<file path="config.mk">
export PLATFORM = sky130hd
export DESIGN_NAME = fan_pid_speed_controller_unit
export DESIGN_NICKNAME = d
export VERILOG_FILES = /design/src/rtl/fpsc_pkg.sv /design/src/rtl/fpsc_mul.sv /design/src/rtl/fpsc_gsched.sv /design/src/rtl/fan_pid_speed_controller_unit.sv
export SDC_FILE = /design/constraint.sdc
export NUM_CORES = 1
export LEC_CHECK = 0
export CORE_ASPECT_RATIO = 0.7
export CORE_MARGIN = 5
export CORE_UTILIZATION = 37
export CTS_CLUSTER_SIZE = 14
export DETAILED_ROUTE_END_ITERATION = 12
export DONT_BUFFER_PORTS = 1
export PLACE_DENSITY_LB_ADDON = 0.08
export SLEW_MARGIN = 15
export SYNTH_ARGS = -nofsm -noshare
export SYNTH_HDL_FRONTEND = slang
export SYNTH_SLANG_ARGS = --single-unit
</file>
<file path="constraint.sdc">
create_clock -name clock -period 5.2 [get_ports clock]
set_input_delay 0.52 -clock clock [delete_from_list [all_inputs] [get_ports clock]]
set_output_delay 0.52 -clock clock [all_outputs]
set_load 0.005 [all_outputs]
</file>
<file path="src/rtl/fpsc_pkg.sv">
// Shared types, widths and constants for the fan PID speed controller.
// No dependencies; every RTL file of the block uses this package.
`default_nettype none

package fpsc_pkg;

   // Field widths
   localparam int TGT_W  = 12;   // target speed, RPM
   localparam int SPD_W  = 14;   // measured speed, RPM
   localparam int ERR_W  = 15;   // speed error, signed
   localparam int DUTY_W = 14;   // duty, 0.01 % steps
   localparam int PWM_W  = 22;   // PWM high time, clocks
   localparam int GAIN_W = 16;   // Q4.12 gains
   localparam int ZONE_W = 16;   // derivative dead zone
   localparam int RATE_W = 8;    // updates per second
   localparam int CPS_W  = 8;    // clocks per duty step
   localparam int CSR_W  = 16;   // widest register
   localparam int CSR_IDX_W = 3;

   // Speed change magnitude: |diff| * update_rate
   localparam int CHG_W = SPD_W + RATE_W;

   // Gain normalization, Q16. gn = target * 0.002225 = target * 89 / 40000,
   // so gn_q16 = target * 89 * 2^16 / 40000 = target * 89 * 2^10 / 625.
   localparam int GN_W      = 20;
   localparam int GN_NUM    = 89;
   localparam int GN_NUM_W  = 7;
   localparam int GN_SHIFT  = 10;
   localparam int GN_DEN    = 625;
   localparam int GN_KNEE   = 800;
   localparam int GN_LOW    = 116654;   // floor(1.78 * 2^16)
   localparam int DIV_W     = TGT_W + GN_NUM_W + GN_SHIFT;
   localparam int REM_W     = $clog2(GN_DEN);

   // Shared shift-add multiplier
   localparam int MUL_AW  = GAIN_W + GN_W;   // gain * gn
   localparam int MUL_BW  = CHG_W;           // widest multiplier operand
   localparam int PROD_W  = MUL_AW + MUL_BW;
   localparam int Q_SHIFT = 28;              // Q4.12 * Q16
   localparam int TERM_W  = PROD_W - Q_SHIFT;
   localparam int TERM_SW = TERM_W + 1;      // signed term
   localparam int SUM_W   = TERM_SW + 3;     // integral + three terms
   localparam int INT_W   = 15;              // integral accumulator

   localparam int DUTY_FULL_SCALE_DEF = 10000;

   // Register indexes
   localparam logic [CSR_IDX_W-1:0] REG_KP       = 3'd0;
   localparam logic [CSR_IDX_W-1:0] REG_KI       = 3'd1;
   localparam logic [CSR_IDX_W-1:0] REG_KD       = 3'd2;
   localparam logic [CSR_IDX_W-1:0] REG_DEADZONE = 3'd3;
   localparam logic [CSR_IDX_W-1:0] REG_RATE     = 3'd4;
   localparam logic [CSR_IDX_W-1:0] REG_FLOOR    = 3'd5;
   localparam logic [CSR_IDX_W-1:0] REG_CEILING  = 3'd6;
   localparam logic [CSR_IDX_W-1:0] REG_CPS      = 3'd7;

   // Register reset values
   localparam logic [GAIN_W-1:0] KP_RST       = 16'd20480;
   localparam logic [GAIN_W-1:0] KI_RST       = 16'd1638;
   localparam logic [GAIN_W-1:0] KD_RST       = 16'd819;
   localparam logic [ZONE_W-1:0] DEADZONE_RST = 16'd100;
   localparam logic [RATE_W-1:0] RATE_RST     = 8'd10;
   localparam logic [DUTY_W-1:0] FLOOR_RST    = 14'd100;
   localparam logic [DUTY_W-1:0] CEILING_RST  = 14'd10000;
   localparam logic [CPS_W-1:0]  CPS_RST      = 8'd16;

   // PID term being worked on
   localparam logic [1:0] TERM_P = 2'd0;
   localparam logic [1:0] TERM_I = 2'd1;
   localparam logic [1:0] TERM_D = 2'd2;

   typedef enum logic [3:0] {
      ST_IDLE,
      ST_SCHED,
      ST_RATE,
      ST_GAIN,
      ST_MAG,
      ST_INT,
      ST_DUTY,
      ST_PWM,
      ST_HOLD
   } state_type;

   // When the two cross, a value above the ceiling gets the ceiling and any other the floor.
   function automatic logic [DUTY_W-1:0] clamp_duty(
      input logic signed [SUM_W-1:0] v,
      input logic [DUTY_W-1:0]       ceil_v,
      input logic [DUTY_W-1:0]       floor_v
   );
      logic signed [SUM_W-1:0] c;
      logic signed [SUM_W-1:0] f;
      logic [DUTY_W-1:0]       r;
      c = signed'(SUM_W'(ceil_v));
      f = signed'(SUM_W'(floor_v));
      if (v > c) begin
         r = ceil_v;
      end else if (v < f) begin
         r = floor_v;
      end else begin
         r = v[DUTY_W-1:0];
      end
      return r;
   endfunction

endpackage

`default_nettype wire

</file>
<file path="src/rtl/fpsc_mul.sv">
// Shared shift-add multiplier, one multiplier bit per cycle.
// Depends on fpsc_pkg for default operand widths.
`default_nettype none

module fpsc_mul #(
   parameter int AW = fpsc_pkg::MUL_AW,
   parameter int BW = fpsc_pkg::MUL_BW
) (
   input  wire logic             clock,
   input  wire logic             reset,
   input  wire logic             start,
   input  wire logic [AW-1:0]    a,
   input  wire logic [BW-1:0]    b,
   output logic                  done,
   output logic [AW+BW-1:0]      product
);
   localparam int CntW = $clog2(BW);

   logic [AW-1:0]   a_ff, a_in;
   logic [AW-1:0]   hi_ff, hi_in;
   logic [BW-1:0]   lo_ff, lo_in;
   logic [CntW-1:0] cnt_ff, cnt_in;
   logic            run_ff, run_in;
   logic            done_ff, done_in;
   logic [AW:0]     sum;

   always_comb begin
      a_in    = a_ff;
      hi_in   = hi_ff;
      lo_in   = lo_ff;
      cnt_in  = cnt_ff;
      run_in  = run_ff;
      done_in = 1'b0;
      sum     = {1'b0, hi_ff} + (lo_ff[0] ? {1'b0, a_ff} : '0);
      if (start) begin
         a_in   = a;
         hi_in  = '0;
         lo_in  = b;
         cnt_in = CntW'(BW - 1);
         run_in = 1'b1;
      end else if (run_ff) begin
         // add, then shift the partial product right by one
         hi_in  = sum[AW:1];
         lo_in  = {sum[0], lo_ff[BW-1:1]};
         cnt_in = cnt_ff - 1'b1;
         if (cnt_ff == '0) begin
            run_in  = 1'b0;
            done_in = 1'b1;
         end
      end
   end

   always_ff @(posedge clock) begin
      a_ff   <= a_in;
      hi_ff  <= hi_in;
      lo_ff  <= lo_in;
      cnt_ff <= cnt_in;
      if (reset) begin
         run_ff  <= 1'b0;
         done_ff <= 1'b0;
      end else begin
         run_ff  <= run_in;
         done_ff <= done_in;
      end
   end

   assign done    = done_ff;
   assign product = {hi_ff, lo_ff};

endmodule

`default_nettype wire

</file>
<file path="src/rtl/fpsc_gsched.sv">
// Gain schedule: gn in Q16 from the target speed, by a bit-serial restoring
// division by a constant, or a fixed gn at or below the knee. Depends on fpsc_pkg.
`default_nettype none

module fpsc_gsched (
   input  wire logic                       clock,
   input  wire logic                       reset,
   input  wire logic                       start,
   input  wire logic [fpsc_pkg::TGT_W-1:0] target,
   output logic                            done,
   output logic [fpsc_pkg::GN_W-1:0]       gn
);
   import fpsc_pkg::*;

   localparam int CntW = $clog2(DIV_W);

   logic [DIV_W-1:0] num_ff, num_in;
   logic [REM_W-1:0] rem_ff, rem_in;
   logic [GN_W-1:0]  quo_ff, quo_in;
   logic [CntW-1:0]  cnt_ff, cnt_in;
   logic             run_ff, run_in;
   logic             done_ff, done_in;
   logic             low_ff, low_in;
   logic [DIV_W-1:0] scaled;
   logic [REM_W:0]   trial;
   logic             fits;

   always_comb begin
      num_in  = num_ff;
      rem_in  = rem_ff;
      quo_in  = quo_ff;
      cnt_in  = cnt_ff;
      run_in  = run_ff;
      low_in  = low_ff;
      done_in = 1'b0;
      scaled  = DIV_W'(target) * DIV_W'(GN_NUM);
      trial   = {rem_ff, num_ff[DIV_W-1]};
      fits    = (trial >= (REM_W + 1)'(GN_DEN));
      if (start) begin
         num_in = scaled << GN_SHIFT;
         rem_in = '0;
         quo_in = '0;
         cnt_in = CntW'(DIV_W - 1);
         run_in = 1'b1;
         low_in = (target <= TGT_W'(GN_KNEE));
      end else if (run_ff) begin
         // one quotient bit per cycle
         rem_in = fits ? REM_W'(trial - (REM_W + 1)'(GN_DEN)) : REM_W'(trial);
         quo_in = {quo_ff[GN_W-2:0], fits};
         num_in = {num_ff[DIV_W-2:0], 1'b0};
         cnt_in = cnt_ff - 1'b1;
         if (cnt_ff == '0) begin
            run_in  = 1'b0;
            done_in = 1'b1;
         end
      end
   end

   always_ff @(posedge clock) begin
      num_ff <= num_in;
      rem_ff <= rem_in;
      quo_ff <= quo_in;
      cnt_ff <= cnt_in;
      low_ff <= low_in;
      if (reset) begin
         run_ff  <= 1'b0;
         done_ff <= 1'b0;
      end else begin
         run_ff  <= run_in;
         done_ff <= done_in;
      end
   end

   assign done = done_ff;
   assign gn   = low_ff ? GN_W'(GN_LOW) : quo_ff;

endmodule

`default_nettype wire

</file>
<file path="src/rtl/fan_pid_speed_controller_unit.sv">
// Fan PID speed controller, top level: registers, sequencer and datapath.
// Depends on fpsc_pkg, fpsc_gsched and fpsc_mul.
//
//   channel  dir  handshake              payload
//   req      in   req_valid / req_stall  req_target_speed, req_measured_speed
//   rsp      out  rsp_valid / rsp_stall  rsp_duty, rsp_pwm_high_cycles, rsp_speed_error
//   csr      in   csr_write              csr_index, csr_data
//
// An update runs from one request transfer to the next through the serial divide of the
// gain schedule, eight passes of the shared shift-add multiplier (speed change, gain * gn
// and term size for P, I and D, PWM time), the integral clamp, the duty clamp, the result
// load and idle.
// Reset (synchronous) restores register defaults, integral half full scale, last speed 0.
// req_stall is high from transfer until the result loads; a loaded result waits under
// rsp_stall while the next update runs, and that update then holds in HOLD.
`default_nettype none

module fan_pid_speed_controller_unit #(
   parameter int DUTY_FULL_SCALE = fpsc_pkg::DUTY_FULL_SCALE_DEF
) (
   input  wire logic                              clock,
   input  wire logic                              reset,
   // request channel
   input  wire logic                              req_valid,
   output logic                                   req_stall,
   input  wire logic [fpsc_pkg::TGT_W-1:0]        req_target_speed,
   input  wire logic [fpsc_pkg::SPD_W-1:0]        req_measured_speed,
   // response channel
   output logic                                   rsp_valid,
   input  wire logic                              rsp_stall,
   output logic [fpsc_pkg::DUTY_W-1:0]            rsp_duty,
   output logic [fpsc_pkg::PWM_W-1:0]             rsp_pwm_high_cycles,
   output logic signed [fpsc_pkg::ERR_W-1:0]      rsp_speed_error,
   // register write port
   input  wire logic                              csr_write,
   input  wire logic [fpsc_pkg::CSR_IDX_W-1:0]    csr_index,
   input  wire logic [fpsc_pkg::CSR_W-1:0]        csr_data
);
   import fpsc_pkg::*;

   localparam logic [INT_W-1:0] IntReset = INT_W'(DUTY_FULL_SCALE / 2);

   // configuration registers
   logic [GAIN_W-1:0] kp_ff, ki_ff, kd_ff;
   logic [ZONE_W-1:0] zone_ff;
   logic [RATE_W-1:0] rate_ff;
   logic [DUTY_W-1:0] floor_ff, ceil_ff;
   logic [CPS_W-1:0]  cps_ff;

   // sequencer
   state_type  state_ff, state_in;
   logic [1:0] term_ff, term_in;
   logic       issued_ff, issued_in;

   // per-update datapath
   logic signed [ERR_W-1:0]   err_ff, err_in;
   logic                      dneg_ff, dneg_in;
   logic [SPD_W-1:0]          dmag_ff, dmag_in;
   logic [CHG_W-1:0]          chg_ff, chg_in;
   logic [MUL_AW-1:0]         gg_ff, gg_in;
   logic signed [TERM_SW-1:0] p_ff, p_in, i_ff, i_in, d_ff, d_in;
   logic [DUTY_W-1:0]         duty_ff, duty_in;
   logic [PWM_W-1:0]          pwm_ff, pwm_in;

   // persistent state
   logic [INT_W-1:0] integ_ff, integ_in;
   logic [SPD_W-1:0] last_ff, last_in;

   // output register
   logic                    rsp_valid_ff, rsp_valid_in;
   logic [DUTY_W-1:0]       rsp_duty_ff, rsp_duty_in;
   logic [PWM_W-1:0]        rsp_pwm_ff, rsp_pwm_in;
   logic signed [ERR_W-1:0] rsp_err_ff, rsp_err_in;

   // helpers
   logic                      accept;
   logic                      out_free;
   logic                      mul_phase;
   logic                      mul_start, mul_done;
   logic [MUL_AW-1:0]         mul_a;
   logic [MUL_BW-1:0]         mul_b;
   logic [PROD_W-1:0]         mul_prod;
   logic                      gs_done;
   logic [GN_W-1:0]           gn;
   logic [GAIN_W-1:0]         gain_sel;
   logic [SPD_W-1:0]          err_mag;
   logic signed [ERR_W-1:0]   diff;
   logic [TERM_W-1:0]         term_mag;
   logic                      term_neg;
   logic signed [TERM_SW-1:0] term_val;
   logic signed [SUM_W-1:0]   isum, dsum;

   assign accept   = req_valid && !req_stall;
   assign out_free = !rsp_valid_ff || !rsp_stall;

   // ---------------------------------------------------------------------
   // Register write port
   // ---------------------------------------------------------------------
   always_ff @(posedge clock) begin
      if (reset) begin
         kp_ff    <= KP_RST;
         ki_ff    <= KI_RST;
         kd_ff    <= KD_RST;
         zone_ff  <= DEADZONE_RST;
         rate_ff  <= RATE_RST;
         floor_ff <= FLOOR_RST;
         ceil_ff  <= CEILING_RST;
         cps_ff   <= CPS_RST;
      end else if (csr_write) begin
         case (csr_index)
            REG_KP:       kp_ff    <= csr_data;
            REG_KI:       ki_ff    <= csr_data;
            REG_KD:       kd_ff    <= csr_data;
            REG_DEADZONE: zone_ff  <= csr_data;
            REG_RATE:     rate_ff  <= csr_data[RATE_W-1:0];
            REG_FLOOR:    floor_ff <= csr_data[DUTY_W-1:0];
            REG_CEILING:  ceil_ff  <= csr_data[DUTY_W-1:0];
            REG_CPS:      cps_ff   <= csr_data[CPS_W-1:0];
            default: ;
         endcase
      end
   end

   // ---------------------------------------------------------------------
   // Shared units
   // ---------------------------------------------------------------------
   fpsc_gsched u_gsched (
      .clock  (clock),
      .reset  (reset),
      .start  (accept),
      .target (req_target_speed),
      .done   (gs_done),
      .gn     (gn)
   );

   fpsc_mul #(
      .AW (MUL_AW),
      .BW (MUL_BW)
   ) u_mul (
      .clock   (clock),
      .reset   (reset),
      .start   (mul_start),
      .a       (mul_a),
      .b       (mul_b),
      .done    (mul_done),
      .product (mul_prod)
   );

   // ---------------------------------------------------------------------
   // Sequencer: next state
   // ---------------------------------------------------------------------
   always_comb begin
      state_in = state_ff;
      term_in  = term_ff;
      case (state_ff)
         ST_IDLE: begin
            if (req_valid) begin
               state_in = ST_SCHED;
               term_in  = TERM_P;
            end
         end
         ST_SCHED: begin
            if (gs_done) state_in = ST_RATE;
         end
         ST_RATE: begin
            if (mul_done) state_in = ST_GAIN;
         end
         ST_GAIN: begin
            if (mul_done) state_in = ST_MAG;
         end
         ST_MAG: begin
            if (mul_done) begin
               if (term_ff == TERM_D) begin
                  state_in = ST_INT;
               end else begin
                  state_in = ST_GAIN;
                  term_in  = term_ff + 1'b1;
               end
            end
         end
         ST_INT:  state_in = ST_DUTY;
         ST_DUTY: state_in = ST_PWM;
         ST_PWM: begin
            if (mul_done) state_in = ST_HOLD;
         end
         ST_HOLD: begin
            if (out_free) state_in = ST_IDLE;
         end
         default: state_in = ST_IDLE;
      endcase
   end

   // ---------------------------------------------------------------------
   // Sequencer: outputs and multiplier operand selection
   // ---------------------------------------------------------------------
   always_comb begin
      req_stall = (state_ff != ST_IDLE);
      mul_phase = (state_ff inside {ST_RATE, ST_GAIN, ST_MAG, ST_PWM});
      mul_start = mul_phase && !issued_ff;
      issued_in = issued_ff;
      if (mul_start) begin
         issued_in = 1'b1;
      end else if (mul_done) begin
         issued_in = 1'b0;
      end

      case (term_ff)
         TERM_P:  gain_sel = kp_ff;
         TERM_I:  gain_sel = ki_ff;
         TERM_D:  gain_sel = kd_ff;
         default: gain_sel = '0;
      endcase

      mul_a = '0;
      mul_b = '0;
      case (state_ff)
         ST_RATE: begin
            mul_a = MUL_AW'(dmag_ff);
            mul_b = MUL_BW'(rate_ff);
         end
         ST_GAIN: begin
            mul_a = MUL_AW'(gn);
            mul_b = MUL_BW'(gain_sel);
         end
         ST_MAG: begin
            mul_a = gg_ff;
            mul_b = (term_ff == TERM_D) ? chg_ff : MUL_BW'(err_mag);
         end
         ST_PWM: begin
            mul_a = MUL_AW'(duty_ff);
            mul_b = MUL_BW'(cps_ff);
         end
         default: ;
      endcase
   end

   // ---------------------------------------------------------------------
   // Datapath
   // ---------------------------------------------------------------------
   always_comb begin
      err_in   = err_ff;
      dneg_in  = dneg_ff;
      dmag_in  = dmag_ff;
      chg_in   = chg_ff;
      gg_in    = gg_ff;
      p_in     = p_ff;
      i_in     = i_ff;
      d_in     = d_ff;
      duty_in  = duty_ff;
      pwm_in   = pwm_ff;
      integ_in = integ_ff;
      last_in  = last_ff;

      err_mag  = err_ff[ERR_W-1] ? SPD_W'(-err_ff) : SPD_W'(err_ff);
      diff     = signed'(ERR_W'(last_ff)) - signed'(ERR_W'(req_measured_speed));

      // drop the Q28 fraction, then restore the sign: truncates toward zero
      term_mag = mul_prod[PROD_W-1:Q_SHIFT];
      term_neg = (term_ff == TERM_D) ? dneg_ff : err_ff[ERR_W-1];
      term_val = term_neg ? -signed'(TERM_SW'(term_mag)) : signed'(TERM_SW'(term_mag));

      isum = signed'(SUM_W'(integ_ff)) + SUM_W'(i_ff);
      dsum = signed'(SUM_W'(integ_ff)) + SUM_W'(p_ff) + SUM_W'(d_ff);

      if (accept) begin
         err_in  = signed'(ERR_W'(req_target_speed))
                 - signed'(ERR_W'(req_measured_speed));
         dneg_in = diff[ERR_W-1];
         dmag_in = diff[ERR_W-1] ? SPD_W'(-diff) : SPD_W'(diff);
         last_in = req_measured_speed;
      end

      case (state_ff)
         ST_RATE: begin
            if (mul_done) chg_in = mul_prod[CHG_W-1:0];
         end
         ST_GAIN: begin
            if (mul_done) gg_in = mul_prod[MUL_AW-1:0];
         end
         ST_MAG: begin
            if (mul_done) begin
               case (term_ff)
                  TERM_P: p_in = term_val;
                  TERM_I: i_in = term_val;
                  TERM_D: begin
                     // dead zone: no derivative action on small changes
                     d_in = (chg_ff > CHG_W'(zone_ff)) ? term_val : '0;
                  end
                  default: ;
               endcase
            end
         end
         ST_INT: begin
            integ_in = INT_W'(clamp_duty(isum, ceil_ff, floor_ff));
         end
         ST_DUTY: begin
            duty_in = clamp_duty(dsum, ceil_ff, floor_ff);
         end
         ST_PWM: begin
            if (mul_done) pwm_in = mul_prod[PWM_W-1:0];
         end
         default: ;
      endcase
   end

   // ---------------------------------------------------------------------
   // Output register: load from HOLD when the slot is free
   // ---------------------------------------------------------------------
   always_comb begin
      rsp_valid_in = rsp_valid_ff;
      rsp_duty_in  = rsp_duty_ff;
      rsp_pwm_in   = rsp_pwm_ff;
      rsp_err_in   = rsp_err_ff;
      if (state_ff == ST_HOLD && out_free) begin
         rsp_valid_in = 1'b1;
         rsp_duty_in  = duty_ff;
         rsp_pwm_in   = pwm_ff;
         rsp_err_in   = err_ff;
      end else if (!rsp_stall) begin
         rsp_valid_in = 1'b0;
      end
   end

   always_ff @(posedge clock) begin
      err_ff      <= err_in;
      dneg_ff     <= dneg_in;
      dmag_ff     <= dmag_in;
      chg_ff      <= chg_in;
      gg_ff       <= gg_in;
      p_ff        <= p_in;
      i_ff        <= i_in;
      d_ff        <= d_in;
      duty_ff     <= duty_in;
      pwm_ff      <= pwm_in;
      rsp_duty_ff <= rsp_duty_in;
      rsp_pwm_ff  <= rsp_pwm_in;
      rsp_err_ff  <= rsp_err_in;
      if (reset) begin
         state_ff     <= ST_IDLE;
         term_ff      <= TERM_P;
         issued_ff    <= 1'b0;
         integ_ff     <= IntReset;
         last_ff      <= '0;
         rsp_valid_ff <= 1'b0;
      end else begin
         state_ff     <= state_in;
         term_ff      <= term_in;
         issued_ff    <= issued_in;
         integ_ff     <= integ_in;
         last_ff      <= last_in;
         rsp_valid_ff <= rsp_valid_in;
      end
   end

   assign rsp_valid           = rsp_valid_ff;
   assign rsp_duty            = rsp_duty_ff;
   assign rsp_pwm_high_cycles = rsp_pwm_ff;
   assign rsp_speed_error     = rsp_err_ff;

endmodule

`default_nettype wire

</file>
# Word-level counts from Yosys, hierarchy flattened
# Index checks and enable logic that the tools add are counted.
[totals]
inputBits = 50
ff_bits = 570
elab_cells = 170
out_inout_bits = 53
[classes]
add_sub_neg = 13
magnitude_cmp = 7
n_eq_ne = 26
bitwise_logic = 2
mux = 44
multipliers = 1
n_reduce_logical = 37
[op_table]
columns = ["cell", "count"]
rows = [
  ["$pmux 36 s4", 1],
  ["$pmux 22 s4", 1],
  ["$mux 14", 6],
  ["$mux 22", 3],
  ["$add 15x31->32", 2],
  ["$mux 29", 2],
  ["$pmux 16 s3", 1],
  ["$add 36x37->37", 1],
  ["$mux 36", 1],
  ["$pmux 4 s9", 1],
  ["$add 32x31->33", 1],
  ["$gt 33x15->1", 1],
  ["$lt 33x15->1", 1],
  ["$gt 32x15->1", 1],
  ["$lt 32x15->1", 1],
  ["$mux 31", 1],
  ["$neg 30->31", 1],
  ["$mux 4", 7],
  ["$neg 14->14", 2],
  ["$gt 22x16->1", 1],
  ["$reduce_and 2->1", 11],
  ["$mux 20", 1],
  ["$mul 12x7->19 const B", 1],
  ["$eq 4x3->1 const B", 4],
  ["other kinds (36)", 77],
]

# Longest topological paths before layout
[depth]
ltp_word = 5
mapped_depth = 23
depth_no_buf = 21

# Cells and area by module
# From an unflattened synthesis, not the netlist that was laid out.
[unflattened]
cells_unflattened = 3358
hier_area_um2 = 33430.8
[modules_own_cells]
columns = ["mod", "instances", "seq_area_each_um2", "cells_each", "area_each_um2"]
rows = [
  ["fan_pid_speed_controller_unit", 1, 10930.5, 2317, 23247.3],
  ["fpsc_mul", 1, 2602.5, 591, 5871.9],
  ["fpsc_gsched", 1, 1341.3, 450, 4311.6],
]

# Least setup slack after synthesis
# Ideal clock, no wire load.
[synth_timing]
kind = "register -> register"
from = "register p_ff[7]"
to = "register duty_ff[0] (data pin)"
path_slack_ns = 0.460
period_less_slack_ns = 4.740
path_buffers = 1
setup_time_ns = 0.261
required_time_ns = 4.939
stages_incl_launch_ff = 17
t_arrival_ns = 4.479
path_cell_list = "edfxtp_1 fa_1 ha_1 a2111oi_2 o21ai_1 and3_1 a41oi_1 xnor2_1 ha_1 nand4_1 or4_1 o21ai_0 nand4b_1 nor4_2 o2111ai_2 buf_6 a311o_1"
[synth_between]
elab_chain_len = 5
elab_cells_between_ends = 6
classes_between = "2 x add/sub; 2 x order compare; 2 x mux"
[synth_lines]
columns = ["item", "line_no", "source"]
rows = [
  ["from (decl)", "fan_pid_speed_controller_unit.sv:61", "logic signed [TERM_SW-1:0] p_ff, p_in, i_ff, i_in, d_ff, d_in;"],
  ["from (signal assigned)", "fan_pid_speed_controller_unit.sv:330", "p_ff <= p_in;"],
  ["$add 15x31->32 (*)", "fan_pid_speed_controller_unit.sv:263", "dsum = signed'(SUM_W'(integ_ff)) + SUM_W'(p_ff) + SUM_W'(d_ff);"],
  ["$add 32x31->33 (*)", "fan_pid_speed_controller_unit.sv:263", ""],
  ["$lt 33x15->1", "fpsc_pkg.sv:97", "end else if (v < f) begin"],
  ["$mux 14", "fpsc_pkg.sv:97", ""],
  ["$mux 14 (*)", "fpsc_pkg.sv:95", "if (v > c) begin"],
  ["to (signal assigned)", "fan_pid_speed_controller_unit.sv:333", "duty_ff <= duty_in;"],
  ["to (decl)", "fan_pid_speed_controller_unit.sv:62", "logic [DUTY_W-1:0] duty_ff, duty_in;"],
]
# Mark *: on every way between the ends. The rest lies on a longest branch, timed or not.
# A chain may end at the register's enable or synchronous reset.

# Worst setup path in the final report
[layout_timing]
from = "register integ_ff[1]"
to = "register duty_ff[0] (data pin)"
[layout_between]
elab_chain_len = 5
elab_cells_between_ends = 6
classes_between = "2 x add/sub; 2 x order compare; 2 x mux"
[layout_lines]
columns = ["item", "line_no", "source"]
rows = [
  ["from (decl)", "fan_pid_speed_controller_unit.sv:66", "logic [INT_W-1:0] integ_ff, integ_in;"],
  ["from (signal assigned)", "fan_pid_speed_controller_unit.sv:342", "integ_ff <= IntReset;"],
  ["from (signal assigned)", "fan_pid_speed_controller_unit.sv:349", "integ_ff <= integ_in;"],
  ["$add 15x31->32 (*)", "fan_pid_speed_controller_unit.sv:263", ""],
  ["$add 32x31->33 (*)", "fan_pid_speed_controller_unit.sv:263", ""],
  ["$lt 33x15->1", "fpsc_pkg.sv:97", ""],
  ["$mux 14", "fpsc_pkg.sv:97", ""],
  ["$mux 14 (*)", "fpsc_pkg.sv:95", ""],
]
# Marked as above.

==> results.toml <==
[worst_setup_path]
cp.arrival_ns = 5.37
path_buf_inv = 3
critPathSlowestCell = "fa_1"
reg2reg_depth = 20
r2r-start = "integ_ff[1]"
path_class = "register to register"
path_delay_family = "compound AO/OA/AOI/OAI gates"
cp.required_ns = 5.60
critPathLaunch = "integ_ff[1]"
startpoint_type = "register"
path_cells = "fa_1 > ha_1 > inv_1 > fa_1 > nor2b_2 > o31a_1 > buf_4 > o21ai_2 > nand2_1 > a31oi_1 > xnor2_1 > ha_1 > nand4_1 > or4_1 > o21ai_0 > nand4b_1 > nor4_4 > o2111ai_4 > buf_12 > a311o_1"
max_stage_delay_ns = 0.47
path_max_fanout = 42
critPathCaptureType = "register"
path_depth = 20

[floorplan]
die_area_sq_um = 92850
core_area_sq_um = 86150
die_height_microns = 256.4
core.rowCount = 90
start_util = 0.3727
io_pins = 103
die_w_microns = 362.1

[pwr]
seq_power_share = 0.398
p_int_mw = 10.95
p_comb_frac = 0.338
clkPwrFrac = 0.264
power.switching_mw = 6.491
swShare = 0.3722
p_per_area_nw_per_um2 = 484.3
p_leak_nw = 13.96
ir_drop_uv = 291.7

[logic_synthesis]
synth_compound_area_frac = 0.1545
ys_ff_latch = 570
synth_async_sr_flop_share = 0
seq_area_frac_synth = 0.4633
synthAdderAreaFrac = 0.1212
synthSimpleGateAreaFrac = 0.1519
avgSynthCellArea_sq_um = 9.841
netlist_instances = 3262
synth_warnings = 0
synth.area.mux_share = 0.02190
synthesis.area_sq_um = 32100
ys_types = 96
synth_top_flop_cell = "edfxtp_1"
syn_nets = 3602
synth_xor_xnor_area_share = 0.04092
synth_top_family_by_area = "compound AO/OA/AOI/OAI gates"
synth_edf_count = 346

[layout]
final_common_cell = "nand2_1"
area_growth_pct = 12.18
final_cell_mix = "446 x nand2_1, 346 x edfxtp_1, 255 x ha_1"
final_layout_size_suffix_gt1_frac = 0.06495
final_core_util = 0.4180
finalNetCount = 3630

[clock_network]
path_clk_slew_ns = 0.06
cts_tree = "done"
clockBufferDepth = 3
cts_sinks = 570
htreeDepth = 2
worstSkewPairLatency_ns = 0.65
numCtsBuffers = 60
clockRootBuffer = "clkbuf_16"

[global_route]
busiest_layer = "met1"
antenna_found_initial = 4
use_met1 = 0.3439
grt_overflow = 0
grt_usage = 0.2105
grtUsageMet3 = 0.03431
grt_first_pass_wirelength_mm = 151.1
grt_use_met2 = 0.2880
grt_pass1_vias = 23810
grt_max_degree = 132

[sta]
tightest_slew_ns = 1.163
max_freq_ghz = 0.2012
min_period_ns = 4.971
drv_slew = 0
skew_ns = 0.02619
setup_viol = 0
finalHoldViolCount = 0
maxSlewHeadroom = 0.2184
fin_ws_ns = 0.2288
period_share = 0.9560

[detailed_routing]
vias_per_cell = 5.476
ant_nets = 0
drt-initial-drc-count = 2197
totalWireLength_mm = 100.3
drc = 0
via_count = 24600
wl_per_cell_microns = 22.32
drt_pass1_iterations = 8

[run]
max_cap_viol_count = 0

[min_path]
hp-start = "csr_data[11]"
hold-path-cell-count = 2
hold_path.class = "input pin to register"

[placed_design]
place_ws_ns = 0.05320
portBuffers = 0
place_hpwl_mm = 74.36
gp_congestion = 0.8919

[outcome]
status = "finished, final reports clean"
==> Yosys cell counts, types with 68 or more instances <==
master / count / area [sq um]
a21oi_1: 226 / 1131
inv_1: 251 / 942.2
ha_1: 255 / 3191
clkbuf_1: 103 / 386.6
mux2i_1: 68 / 680.7
dfxtp_1: 224 / 4484
o21ai_0: 130 / 650.6
edfxtp_1: 346 / 10390
nand3_1: 79 / 395.4
xnor2_1: 106 / 928.4
nor2_1: 242 / 908.4
nand2_1: 446 / 1674
==> through the flow <==
stage / hold slack, ns / setup TNS, ns / instances / area (sq um) / power [mW]
2_1_floorplan: 0.4003 / 0 / 3262 / 32100 / 10.86
4_1_cts: 0.01760 / 0 / 4491 / 35980 / 17.58
3_3_place_gp: 0.4086 / 0 / 4345 / 33540 / 12.74
5_1_grt: 0.04395 / -0.05878 / 4491 / 36010 / 18.56
3_5_place_dp: 0.4051 / 0 / 4345 / 33540 / 12.84
6_report: 0.06794 / 0 / 4492 / 36010 / 17.44
==> logic make-up (layout without fill, tap and decap cells) <==
logic type | after synthesis | count (layout)
xor+xnor | 150 | 150
buf+inv | 377 | 456
flops | 570 | 570
mux | 70 | 70
other cells | 0 | 1
simple gates | 1061 | 1061
fa+ha+maj | 290 | 290
compound gates | 744 | 744
==> flip-flops by register name, indices dropped and copies added (netlist names), 15 cells and up <==
signal               count
p_ff                    31
chg_ff                  22
ki_ff                   16
u_mul.hi_ff             36
u_gsched.num_ff         19
d_ff                    31
zone_ff                 16
err_ff                  15
rsp_speed_error         15
rsp_pwm_high_cycles     22
kp_ff                   16
gg_ff                   36
u_mul.lo_ff             22
kd_ff                   16
pwm_ff                  22
i_ff                    31
u_mul.a_ff              36
u_gsched.quo_ff         20
==> repair_timing <==
item / 4_1_cts / 5_1_grt
hold buffers: 33 / 0
endpoints found under the setup margin: 0 / 19
setup buffers: 0 / 0
endpoints found under the hold margin: 132 / 0
gates resized for setup: 0 / 6
==> cell type report <==
type                       instances  area [sq um]
fill                            8443         50130
multi-input combinational       2315         15840
sequential                       570         14880
clock buffer                      79          1667
tap                             1150          1439
inverter                         252         945.9
timing repair buffer              91         820.8
clock inverter                    34         422.9
antenna                            1         2.502
==> path summary, 6_finish.rpt <==
kind | to | slack (ns)
min | zone_ff[11] | 0.07
max | duty_ff[0] | 0.23
min reg2reg | rsp_pwm_high_cycles[14] | 0.42
max reg2reg | duty_ff[0] | 0.23
==> power by group through the flow <==
stage               logic [mW]  registers, mW  clock network, mW
floorplan                 4.29           6.57                  0
global placement          5.73           7.01                  0
detailed placement        5.82           7.02                  0
CTS                       5.91           6.94               4.73
global route              6.64           7.02               4.90
finish                    5.89           6.94               4.61
==> layer usage <==
layer	part of all wire	wire length, microns
met5	0	0
met3	0.060	5988
met4	0.016	1623
met1	0.54	53710
met2	0.39	38960
Power figures use the tool's default switching activity.
